File: src/sv/mecanum_drive_mixer_top_defines.svh
// ----------------------------------------------------------------------------
// mecanum drive mixer assertion macros
// shared property macros for the mixer checks
// ----------------------------------------------------------------------------
`ifndef MECANUM_DRIVE_MIXER_TOP_DEFINES_SVH
`define MECANUM_DRIVE_MIXER_TOP_DEFINES_SVH

// same-cycle implication under reset
`define MDM_ASSERT_NOW(label, clk, rst_n, ante, cons, msg) \
  label: assert property (@(posedge clk) disable iff (!rst_n) (ante) |-> (cons)) \
    else $error(msg);

// next-cycle implication under reset
`define MDM_ASSERT_NEXT(label, clk, rst_n, ante, cons, msg) \
  label: assert property (@(posedge clk) disable iff (!rst_n) (ante) |=> (cons)) \
    else $error(msg);

`endif

File: src/sv/mdm_pkg.sv
// ----------------------------------------------------------------------------
// mecanum drive mixer package
// widths, register indexes, reset values and direction codes
// ----------------------------------------------------------------------------
package mdm_pkg;

  localparam int AXIS_W    = 16;
  localparam int THR_W     = 15;
  localparam int DIR_W     = 9;
  localparam int CFG_IDX_W = 2;
  localparam int SUM_W     = 18;
  localparam int MAG_W     = 17;
  localparam int FAC_W     = 16;
  localparam int PROD_W    = MAG_W + FAC_W;

  typedef logic signed [AXIS_W-1:0] axis_t;
  typedef logic [THR_W-1:0]         thr_t;
  typedef logic [DIR_W-1:0]         dir_t;
  typedef logic [CFG_IDX_W-1:0]     cfg_idx_t;

  localparam cfg_idx_t CFG_THR_MIN   = 2'd0;
  localparam cfg_idx_t CFG_THR_RANGE = 2'd1;

  localparam thr_t RST_THR_MIN   = 15'd4260;
  localparam thr_t RST_THR_RANGE = 15'd28508;

  localparam dir_t DIR_0   = 9'd0;
  localparam dir_t DIR_90  = 9'd90;
  localparam dir_t DIR_180 = 9'd180;
  localparam dir_t DIR_270 = 9'd270;

endpackage

File: src/sv/mecanum_drive_mixer_top.sv
// ----------------------------------------------------------------------------
// mecanum drive mixer
// mixes one joystick sample into four saturated Q1.15 wheel commands
// ----------------------------------------------------------------------------
// usage:
//   input channel in_valid/in_stall carries strafe, forward, twist and throttle
//   axes plus the hat switch. a request is taken when in_valid is high and
//   in_stall is low; in_stall stays high while a sample is being mixed.
//   result channel out_valid/out_stall carries the four wheel commands, left
//   wheels already negated. config writes use cfg_valid/cfg_ready (always
//   ready) with cfg_index 0 = throttle minimum, 1 = throttle range.
// schedule:
//   one multiplier and one radix-4 restoring divider are shared by all four
//   wheels: setup states S_THR and S_THRADD, then per wheel a multiply, 8
//   divide steps and a saturate, then the output register is loaded. a
//   request with a valid direction gives one result, and the next request is
//   taken only once that result is loaded. a request whose stored hat
//   direction is not 0, 90, 180 or 270 gives no result and frees the input
//   after the S_THR state.
// reset and stall:
//   reset restores the default throttle registers, clears the stored hat
//   direction to 0 and drops out_valid. while out_stall holds a result, the
//   next request is still mixed but waits before its result is loaded.
// ----------------------------------------------------------------------------
module mecanum_drive_mixer_top (
  input  logic              clk,
  input  logic              rst_n,
  input  logic              in_valid,
  output logic              in_stall,
  input  mdm_pkg::axis_t    in_strafe_axis,
  input  mdm_pkg::axis_t    in_forward_axis,
  input  mdm_pkg::axis_t    in_twist_axis,
  input  mdm_pkg::axis_t    in_throttle_axis,
  input  logic              in_hat_pressed,
  input  mdm_pkg::dir_t     in_hat_angle,
  output logic              out_valid,
  input  logic              out_stall,
  output mdm_pkg::axis_t    out_front_right_drive,
  output mdm_pkg::axis_t    out_front_left_drive,
  output mdm_pkg::axis_t    out_back_right_drive,
  output mdm_pkg::axis_t    out_back_left_drive,
  input  logic              cfg_valid,
  output logic              cfg_ready,
  input  mdm_pkg::cfg_idx_t cfg_index,
  input  mdm_pkg::thr_t     cfg_data
);
  import mdm_pkg::*;

`include "mecanum_drive_mixer_top_defines.svh"

  localparam logic [2:0] S_IDLE   = 3'd0;
  localparam logic [2:0] S_THR    = 3'd1;
  localparam logic [2:0] S_THRADD = 3'd2;
  localparam logic [2:0] S_MUL    = 3'd3;
  localparam logic [2:0] S_DIV    = 3'd4;
  localparam logic [2:0] S_WB     = 3'd5;
  localparam logic [2:0] S_DONE   = 3'd6;

  logic [2:0]              state_r, state_nxt;
  logic                    in_acc, out_load;
  logic                    out_valid_r;
  thr_t                    thr_min_r, thr_range_r;
  dir_t                    held_dir_r;
  axis_t                   x_r, y_r, t_r, a_r;
  logic signed [SUM_W-1:0] sum_r [4];
  logic signed [SUM_W-1:0] sum_nxt [4];
  logic [MAG_W-1:0]        scl_r;
  logic [FAC_W-1:0]        thr_r;
  logic [1:0]              idx_r;
  logic [2:0]              step_r;
  logic [MAG_W-1:0]        rem_r, rem_nxt;
  logic [FAC_W-1:0]        dvd_r, quo_r;
  logic [1:0]              qbits_nxt;
  axis_t                   wres_r [4];
  axis_t                   wres_nxt;
  axis_t                   fr_r, fl_r, br_r, bl_r;
  logic                    dir_ok;
  logic signed [SUM_W-1:0] xs, ys, ts, cur_sum;
  logic [MAG_W-1:0]        ax, ay, at, cur_mag, scl_nxt;
  logic [SUM_W-1:0]        mag_sum;
  logic signed [SUM_W-1:0] thr_lever;
  logic [MAG_W-1:0]        mul_a;
  logic [FAC_W-1:0]        mul_b;
  logic [PROD_W-1:0]       mul_p;
  logic                    neg;

  assign in_stall  = (state_r != S_IDLE);
  assign in_acc    = in_valid && !in_stall;
  assign out_load  = (state_r == S_DONE) && (!out_valid_r || !out_stall);
  assign cfg_ready = 1'b1;
  assign out_valid = out_valid_r;
  assign out_front_right_drive = fr_r;
  assign out_front_left_drive  = fl_r;
  assign out_back_right_drive  = br_r;
  assign out_back_left_drive   = bl_r;

  // axis sums and scale
  always_comb begin
    xs = SUM_W'(x_r);
    ys = SUM_W'(y_r);
    ts = SUM_W'(t_r);
    ax = x_r[AXIS_W-1] ? MAG_W'(-xs) : MAG_W'(xs);
    ay = y_r[AXIS_W-1] ? MAG_W'(-ys) : MAG_W'(ys);
    at = t_r[AXIS_W-1] ? MAG_W'(-ts) : MAG_W'(ts);
    mag_sum = SUM_W'(ax) + SUM_W'(ay) + SUM_W'(at);
    scl_nxt = (mag_sum < SUM_W'(32768)) ? MAG_W'(32768) : mag_sum[MAG_W-1:0];
    dir_ok = 1'b1;
    for (int i = 0; i < 4; i++) sum_nxt[i] = '0;
    unique case (held_dir_r)
      DIR_0: begin
        sum_nxt[0] = ys + xs + ts;  sum_nxt[1] = ys - xs - ts;
        sum_nxt[2] = ys - xs + ts;  sum_nxt[3] = ys + xs - ts;
      end
      DIR_90: begin
        sum_nxt[0] = -ys + xs + ts; sum_nxt[1] = ys + xs - ts;
        sum_nxt[2] = ys + xs + ts;  sum_nxt[3] = -ys + xs - ts;
      end
      DIR_180: begin
        sum_nxt[0] = -ys - xs + ts; sum_nxt[1] = -ys + xs - ts;
        sum_nxt[2] = -ys + xs + ts; sum_nxt[3] = -ys - xs - ts;
      end
      DIR_270: begin
        sum_nxt[0] = ys - xs + ts;  sum_nxt[1] = -ys - xs - ts;
        sum_nxt[2] = -ys - xs + ts; sum_nxt[3] = ys - xs - ts;
      end
      default: dir_ok = 1'b0;
    endcase
  end

  // shared multiplier
  always_comb begin
    thr_lever = SUM_W'(32768) - SUM_W'(a_r);
    cur_sum   = sum_r[idx_r];
    cur_mag   = cur_sum[SUM_W-1] ? MAG_W'(-cur_sum) : MAG_W'(cur_sum);
    if (state_r == S_THR) begin
      mul_a = thr_lever[MAG_W-1:0];
      mul_b = FAC_W'(thr_range_r);
    end else begin
      mul_a = cur_mag;
      mul_b = thr_r;
    end
    mul_p = PROD_W'(mul_a) * PROD_W'(mul_b);
  end

  // shared divider, two quotient bits per step
  always_comb begin
    logic [MAG_W:0] trial;
    logic [MAG_W-1:0] rem_v;
    rem_v = rem_r;
    qbits_nxt = '0;
    for (int k = 0; k < 2; k++) begin
      trial = {rem_v, dvd_r[FAC_W-1-k]};
      if (trial >= {1'b0, scl_r}) begin
        rem_v = MAG_W'(trial - {1'b0, scl_r});
        qbits_nxt[1-k] = 1'b1;
      end else begin
        rem_v = trial[MAG_W-1:0];
      end
    end
    rem_nxt = rem_v;
  end

  // sign, left-wheel flip and saturation
  always_comb begin
    neg = cur_sum[SUM_W-1] ^ idx_r[0];
    if (!neg) begin
      wres_nxt = (quo_r > FAC_W'(32767)) ? axis_t'(16'h7FFF) : axis_t'(quo_r);
    end else begin
      wres_nxt = (quo_r > FAC_W'(32768)) ? axis_t'(16'h8000) : axis_t'(-quo_r);
    end
  end

  always_comb begin
    state_nxt = state_r;
    unique case (state_r)
      S_IDLE:   if (in_acc) state_nxt = S_THR;
      S_THR:    state_nxt = dir_ok ? S_THRADD : S_IDLE;
      S_THRADD: state_nxt = S_MUL;
      S_MUL:    state_nxt = S_DIV;
      S_DIV:    if (step_r == 3'd7) state_nxt = S_WB;
      S_WB:     state_nxt = (idx_r == 2'd3) ? S_DONE : S_MUL;
      S_DONE:   if (out_load) state_nxt = S_IDLE;
      default:  state_nxt = S_IDLE;
    endcase
  end

  // control state
  always_ff @(posedge clk) begin
    if (!rst_n) begin
      state_r     <= S_IDLE;
      out_valid_r <= 1'b0;
      held_dir_r  <= DIR_0;
      thr_min_r   <= RST_THR_MIN;
      thr_range_r <= RST_THR_RANGE;
    end else begin
      state_r <= state_nxt;
      if (out_load) begin
        out_valid_r <= 1'b1;
      end else if (!out_stall) begin
        out_valid_r <= 1'b0;
      end
      if (in_acc && in_hat_pressed) held_dir_r <= in_hat_angle;
      if (cfg_valid && cfg_ready) begin
        case (cfg_index)
          CFG_THR_MIN:   thr_min_r   <= cfg_data;
          CFG_THR_RANGE: thr_range_r <= cfg_data;
          default: ;
        endcase
      end
    end
  end

  // datapath
  always_ff @(posedge clk) begin
    if (in_acc) begin
      x_r <= in_strafe_axis;
      y_r <= in_forward_axis;
      t_r <= in_twist_axis;
      a_r <= in_throttle_axis;
    end
    case (state_r)
      S_THR: begin
        thr_r <= mul_p[31:16];
        scl_r <= scl_nxt;
        for (int i = 0; i < 4; i++) sum_r[i] <= sum_nxt[i];
      end
      S_THRADD: begin
        thr_r <= thr_r + FAC_W'(thr_min_r);
        idx_r <= '0;
      end
      S_MUL: begin
        rem_r  <= mul_p[PROD_W-1:FAC_W];
        dvd_r  <= mul_p[FAC_W-1:0];
        quo_r  <= '0;
        step_r <= '0;
      end
      S_DIV: begin
        rem_r  <= rem_nxt;
        dvd_r  <= {dvd_r[FAC_W-3:0], 2'b00};
        quo_r  <= {quo_r[FAC_W-3:0], qbits_nxt};
        step_r <= step_r + 3'd1;
      end
      S_WB: begin
        wres_r[idx_r] <= wres_nxt;
        idx_r         <= idx_r + 2'd1;
      end
      default: ;
    endcase
    if (out_load) begin
      fr_r <= wres_r[0];
      fl_r <= wres_r[1];
      br_r <= wres_r[2];
      bl_r <= wres_r[3];
    end
  end

  `MDM_ASSERT_NEXT(a_accept_starts, clk, rst_n, in_acc, state_r == S_THR, "accept did not start mixing")
  `MDM_ASSERT_NOW(a_rem_below_scale, clk, rst_n, state_r == S_DIV, rem_r < scl_r, "divider remainder not below scale")
  `MDM_ASSERT_NOW(a_quo_bounded, clk, rst_n, state_r == S_WB, quo_r <= thr_r, "wheel quotient exceeds throttle")
  `MDM_ASSERT_NOW(a_valid_from_done, clk, rst_n, out_valid_r && !$past(out_valid_r), $past(state_r) == S_DONE, "result shown without finishing")

endmodule

File: config.mk
export PLATFORM = sky130hd
export DESIGN_NAME = mecanum_drive_mixer_top
export DESIGN_NICKNAME = d
export VERILOG_FILES = /design/src/sv/mdm_pkg.sv /design/src/sv/mecanum_drive_mixer_top.sv
export VERILOG_INCLUDE_DIRS = /design/src /design/src/sv
export SDC_FILE = /design/constraint.sdc
export NUM_CORES = 2
export LEC_CHECK = 0
export BUFFER_PORTS_ARGS = -buffer_cell sky130_fd_sc_hd__buf_2
export CORE_MARGIN = 4
export CORE_UTILIZATION = 50
export CTS_CLUSTER_SIZE = 10
export DETAILED_ROUTE_END_ITERATION = 16
export GPL_TIMING_DRIVEN = 0
export PLACE_DENSITY_LB_ADDON = 0.3
export SETUP_SLACK_MARGIN = 0.4
export SLEW_MARGIN = 20
export SYNTH_ARGS = -nofsm -noshare
export SYNTH_HDL_FRONTEND = slang
export SYNTH_SLANG_ARGS = --single-unit
export TNS_END_PERCENT = 20
File: constraint.sdc
create_clock -name clk -period 10.55 [get_ports clk]
set_input_delay 1.5825 -clock clk [delete_from_list [all_inputs] [get_ports clk]]
set_output_delay 1.5825 -clock clk [all_outputs]
set_load 0.02 [all_outputs]
# [Yosys cells after proc, flatten, opt, wreduce, memory -nomap -nowiden]
# Memories as Yosys holds them, arrays and structs flattened. A register that Yosys moved wholly into a read port is not among the register bits.
# Cells that the tools add are included.
[totals] reg_bits=194 mem_bits_rw=136 in_bits=96 out_inout_bits=67 wordCells=118 mem_count=2
[classes] addsub=25 n_mul=1 n_lt_le_gt_ge=5 n_eq_ne=16 n_mux=34 bitwise_logic=1 reduce_logical=18
[memory_table] memory="sum_r" depth=4 word_bits=18 rd=1 rd_clocked_by_memory_dff=1 write_ports=4 line="mecanum_drive_mixer_top.sv:65" rtl="logic signed [SUM_W-1:0] sum_r [4];"
[memory_table] memory="wres_r" depth=4 word_bits=16 rd=4 rd_clocked_by_memory_dff=4 write_ports=1 line="mecanum_drive_mixer_top.sv:74" rtl="axis_t wres_r [4];"
[op_table] operator="$pmux W72 S4" n=1
[op_table] operator="$mux W17" n=7
[op_table] operator="$pmux W16 S2" n=3
[op_table] operator="$mux W16" n=4
[op_table] operator="$add A18 B16 Y18" n=3
[op_table] operator="$sub A18 B16 Y18" n=3
[op_table] operator="$add A17 B16 Y18" n=2
[op_table] operator="$ge A18 B17 Y1" n=2
[op_table] operator="$sub A17 B16 Y18" n=2
[op_table] operator="$neg A16 Y17" n=2
[op_table] operator="$pmux W17 S2" n=1
[op_table] operator="$sub A17 B17 Y17" n=2
[op_table] operator="$mul A17 B16 Y33" n=1
[op_table] operator="$pmux W3 S7" n=1
[op_table] operator="$add A17 B17 Y18" n=1
[op_table] operator="$add A18 B17 Y18" n=1
[op_table] operator="$lt A18 B16 Y1 const B" n=1
[op_table] operator="$neg A16 Y18" n=1
[op_table] operator="$add A16 B16 Y17" n=1
[op_table] operator="$neg A17 Y17" n=1
[op_table] operator="$sub A16 B16 Y17" n=1
[op_table] operator="$sub A17 B16 Y17 const A" n=1
[op_table] operator="$add A16 B15 Y16" n=1
[op_table] operator="$gt A16 B15 Y1 const B" n=1
[op_table] operator="31 further kinds" n=56

# [Logic depth before layout (Yosys ltp)]
[depth] depth_word=5 ltp_mapped=35 mapped_depth_nobuf=32

# [Worst setup path after synthesis]
# OpenSTA, ideal clock, no wires.
[synth_path] path_kind="reg-to-reg" from="register state_r[0]" to="register rem_r[13] (data pin)" setup_ps=266 arrival_ps=10258 required_ps=10284 setup_slack_ps=26 stages_incl_launch_ff=29 path_buffers=4 period_less_slack_ps=10524 path_cell_list="dfxtp_1 > clkbuf_1 > nor2b_1 > clkbuf_1 > nand2_1 > inv_1 > clkbuf_1 > clkbuf_1 > a21oi_1 > nor2_1 > fa_1 > fa_1 > fa_1 > fa_1 > fa_1 > inv_1 > fa_1 > inv_1 > ha_1 > and3_1 > nand2_1 > a2111o_1 > o211ai_1 > a31oi_1 > a221oi_1 > a21oi_1 > o21ai_0 > xnor2_1 > o21ai_0"
[synth_via] elab_chain_len=4 elab_cells_between_ends=7 cone_classes="mul: 1; eq/ne: 3; mux: 3"
[synth_lines] element="from (decl)" line="mecanum_drive_mixer_top.sv:59" rtl="logic [2:0] state_r, state_nxt;"
[synth_lines] element="from (signal assigned)" line="mecanum_drive_mixer_top.sv:196" rtl="state_r <= state_nxt;"
[synth_lines] element="$eq A3 B1 Y1" line="mecanum_drive_mixer_top.sv:135" rtl="if (state_r == S_THR) begin"
[synth_lines] element="$mux W17 / $mux W16 (equally long branches)" line="mecanum_drive_mixer_top.sv:135"
[synth_lines] element="$mul A17 B16 Y33" line="mecanum_drive_mixer_top.sv:142" rtl="mul_p = PROD_W'(mul_a) * PROD_W'(mul_b);"
[synth_lines] element="$pmux W17 S2 *" line="mecanum_drive_mixer_top.sv:221" rtl="case (state_r)"
[synth_lines] element="to (signal assigned)" line="mecanum_drive_mixer_top.sv:232" rtl="rem_r <= mul_p[PROD_W-1:FAC_W];"
[synth_lines] element="to (signal assigned)" line="mecanum_drive_mixer_top.sv:238" rtl="rem_r <= rem_nxt;"
[synth_lines] element="to (decl)" line="mecanum_drive_mixer_top.sv:71" rtl="logic [MAG_W-1:0] rem_r, rem_nxt;"
# Mark *: on every way between the ends. The rest lies on a longest branch, timed or not.
# A chain may end at the register's enable or synchronous reset.

# [Worst setup path in the final report]
[layout_path] from="register state_r[0]" to="register rem_r[11] (data pin)"
# Same word-level chain as after synthesis.

==> results.yml <==
placement:
  place_congestion: 0.984
  portBuffers: 161
  place_ws_ps: -585
  place_hpwl_um: 92000
sta:
  setup_tns_ps: 0
  worst_pin_slew_ps: 1060
  relSlewSlack_pct: 28.8
  slew_violations: 0
  clock_skew_ps: 25.2
  rsz0062_at_grt: "yes"
  fmax_mhz: 102
  layout_setup_ws_ps: 728
  fin_crit_sh_pct: 93.1
  period_minus_slack_ps: 9820
  setup_viol: 0
  hold_viol_final: 0
global_routing:
  grt_max_degree: 95
  grt_usage_pct: 27.5
  grt_pass1_wl_um: 174000
  grt_pass1_vias: 30400
  grt-ovfl-total: 0
  antenna_found_initial: 0
drt:
  met2_length_um: 52600
  drt_pass1_iterations: 6
  antenna_left: 0
  dr.max_layer_used: "met4"
  met1Wirelength_um: 47500
  drt_iter0_drc: 3046
  wl_met3_um: 9190
  route.detailed.drc: 0
  via_per_inst: 5.79
  num_vias: 31300
  totalWireLength_um: 114000
  wl_per_cell_um: 21.1
yosys:
  yosysUniqueCellTypes: 76
  yosysSeqAreaShare_pct: 29.8
  syn-cell-area_mm2: 0.0383
  synth_cells: 4118
  synthFlopType: "edfxtp_1"
  yosys-top-cells-area: "edfxtp_1 27%, fa_1 13%, ha_1 12%, xnor2_1 5.2%, inv_1 4.2%"
  yosys.area.top_type: "edfxtp_1"
  async_flop_share_pct: 0
  yosysTopAreaCellShare_pct: 27.4
  yosys_warnings: 0
  yosys_register_bits: 395
  synth_edf_count: 350
  synth.top_cells.by_count: "432 x inv_1, 432 x nand2_1, 380 x ha_1"
  avgSynthCellArea_um2: 9.30
setup_path:
  critPathKind: "flip-flop to flip-flop"
  path_buf_inv: 11
  critical_path_required_ps: 10890
  worst_setup_path_end_kind: "flip-flop"
  critPathMaxFanout: 10
  critPathMostFrequentCell: "inv_1"
  worst_ep_arrival_time_ps: 10170
  cp-start-kind: "flip-flop"
  critPathTopFamily: "adder cells"
  slowest_delay_ps: 650
  cp_slowest_cell: "clkbuf_1"
clock_network:
  path_clk_slew_ps: 60
  cts.sinks: 395
  htreeDepth: 2
  cts_root_buf: "clkbuf_16"
  clk_latency_ps: 630
  cts.path.max_buffers: 3
  hold_buffers: 0
  cts_tree: "built"
  cts_buffers: 49
layout:
  num-nets-final: 5062
  fillers: 6872
  drive_gt1_share_pct: 7.54
  num_antenna_cells: 0
  utilization_pct: 55.6
  area_delta_synth_final_pct: 10.4
floorplan:
  start_util_pct: 50.4
  core_mm2: 0.0759
  ioPinCount: 163
  rows: 101
  die_x_um: 285
  dieArea_mm2: 0.0811
  die_h_um: 285
flow_run:
  maxCapViolations: 0
worst_hold_path:
  worst_hold_path_type: "flip-flop to flip-flop"
status:
  status: "completed"
-- cell type report --
cell class	instances	area [um^2]	area share (%)
buffer	176	707	1.67
multi-input combinational	3116	24700	58.4
clock buffer	60	1270	3.00
tap	1030	1290	3.05
clock inverter	12	234	0.554
inverter	432	1620	3.84
sequential	395	11400	27.0
timing repair buffer	175	1040	2.45
-- path summary, 6_finish.rpt --
kind | from | cells past startpoint | end | slack, ps
max | state_r[0] | 32 | rem_r[11] | 730
min | wres_r[2][15] | 0 | out_back_right_drive[15] | 400
min reg2reg | wres_r[2][15] | 0 | out_back_right_drive[15] | 400
max reg2reg | state_r[0] | 32 | rem_r[11] | 730
-- kinds of logic (layout without fill, tap and decap cells) --
kind of cell | Yosys count | after routing | share of synthesized area, %
xor gates and xnor gates | 338 | 338 | 7.73
muxes | 60 | 60 | 2.15
buffers and inverters | 608 | 855 | 5.99
DFF | 395 | 395 | 29.8
adders and majority gates | 621 | 621 | 25.0
AOI/OAI and AO/OA | 865 | 865 | 14.7
other | 2 | 3 | 0.0196
and+or+nand+nor | 1229 | 1229 | 14.6
-- per-layer routing --
metal,vias up,global-route usage [%]
met2,1258,45.0
met4,0,10.6
met1,15100,36.6
met5,-,0.179
met3,242,5.01
li1,14700,-
-- through the flow --
stage	hold slack (ps)	instance area, um^2	instances
floorplan	400	38300	4119
global placement	401	40400	5310
detailed placement	405	40600	5319
CTS	406	42200	5392
global route	418	42300	5396
finish	400	42300	5396
-- state kept, by name, summed over array words and instances, names as in the netlist, 17 cells and up, named ones only --
register and flops:
rem_r 17, sum_r 71, wres_r 64, scl_r 17
-- layout by cell type (no fill, tap or decap), drive strengths merged, types with 45 or more instances in the layout --
cell    netlist  routed
nor2        371     371
nand3        61      61
buf          10     186
dfxtp        45      45
nor3         72      72
edfxtp      350     350
nand2       432     432
fa          241     241
inv         432     434
xor2        112     112
xnor2       226     226
clkbuf      166     225
a21o         63      63
o21ai       209     209
a21oi       228     228
nor2b        65      65
ha          380     380
-- timing repair --
item	4_1_cts	5_1_grt
gates resized for setup	10	22
setup buffers	1	3
pin swaps	0	1
setup endpoints to repair	25	14
Power is left out: the tool's default activity adds up to more than one toggle a clock period on the data nets, which glitch-free logic cannot reach.
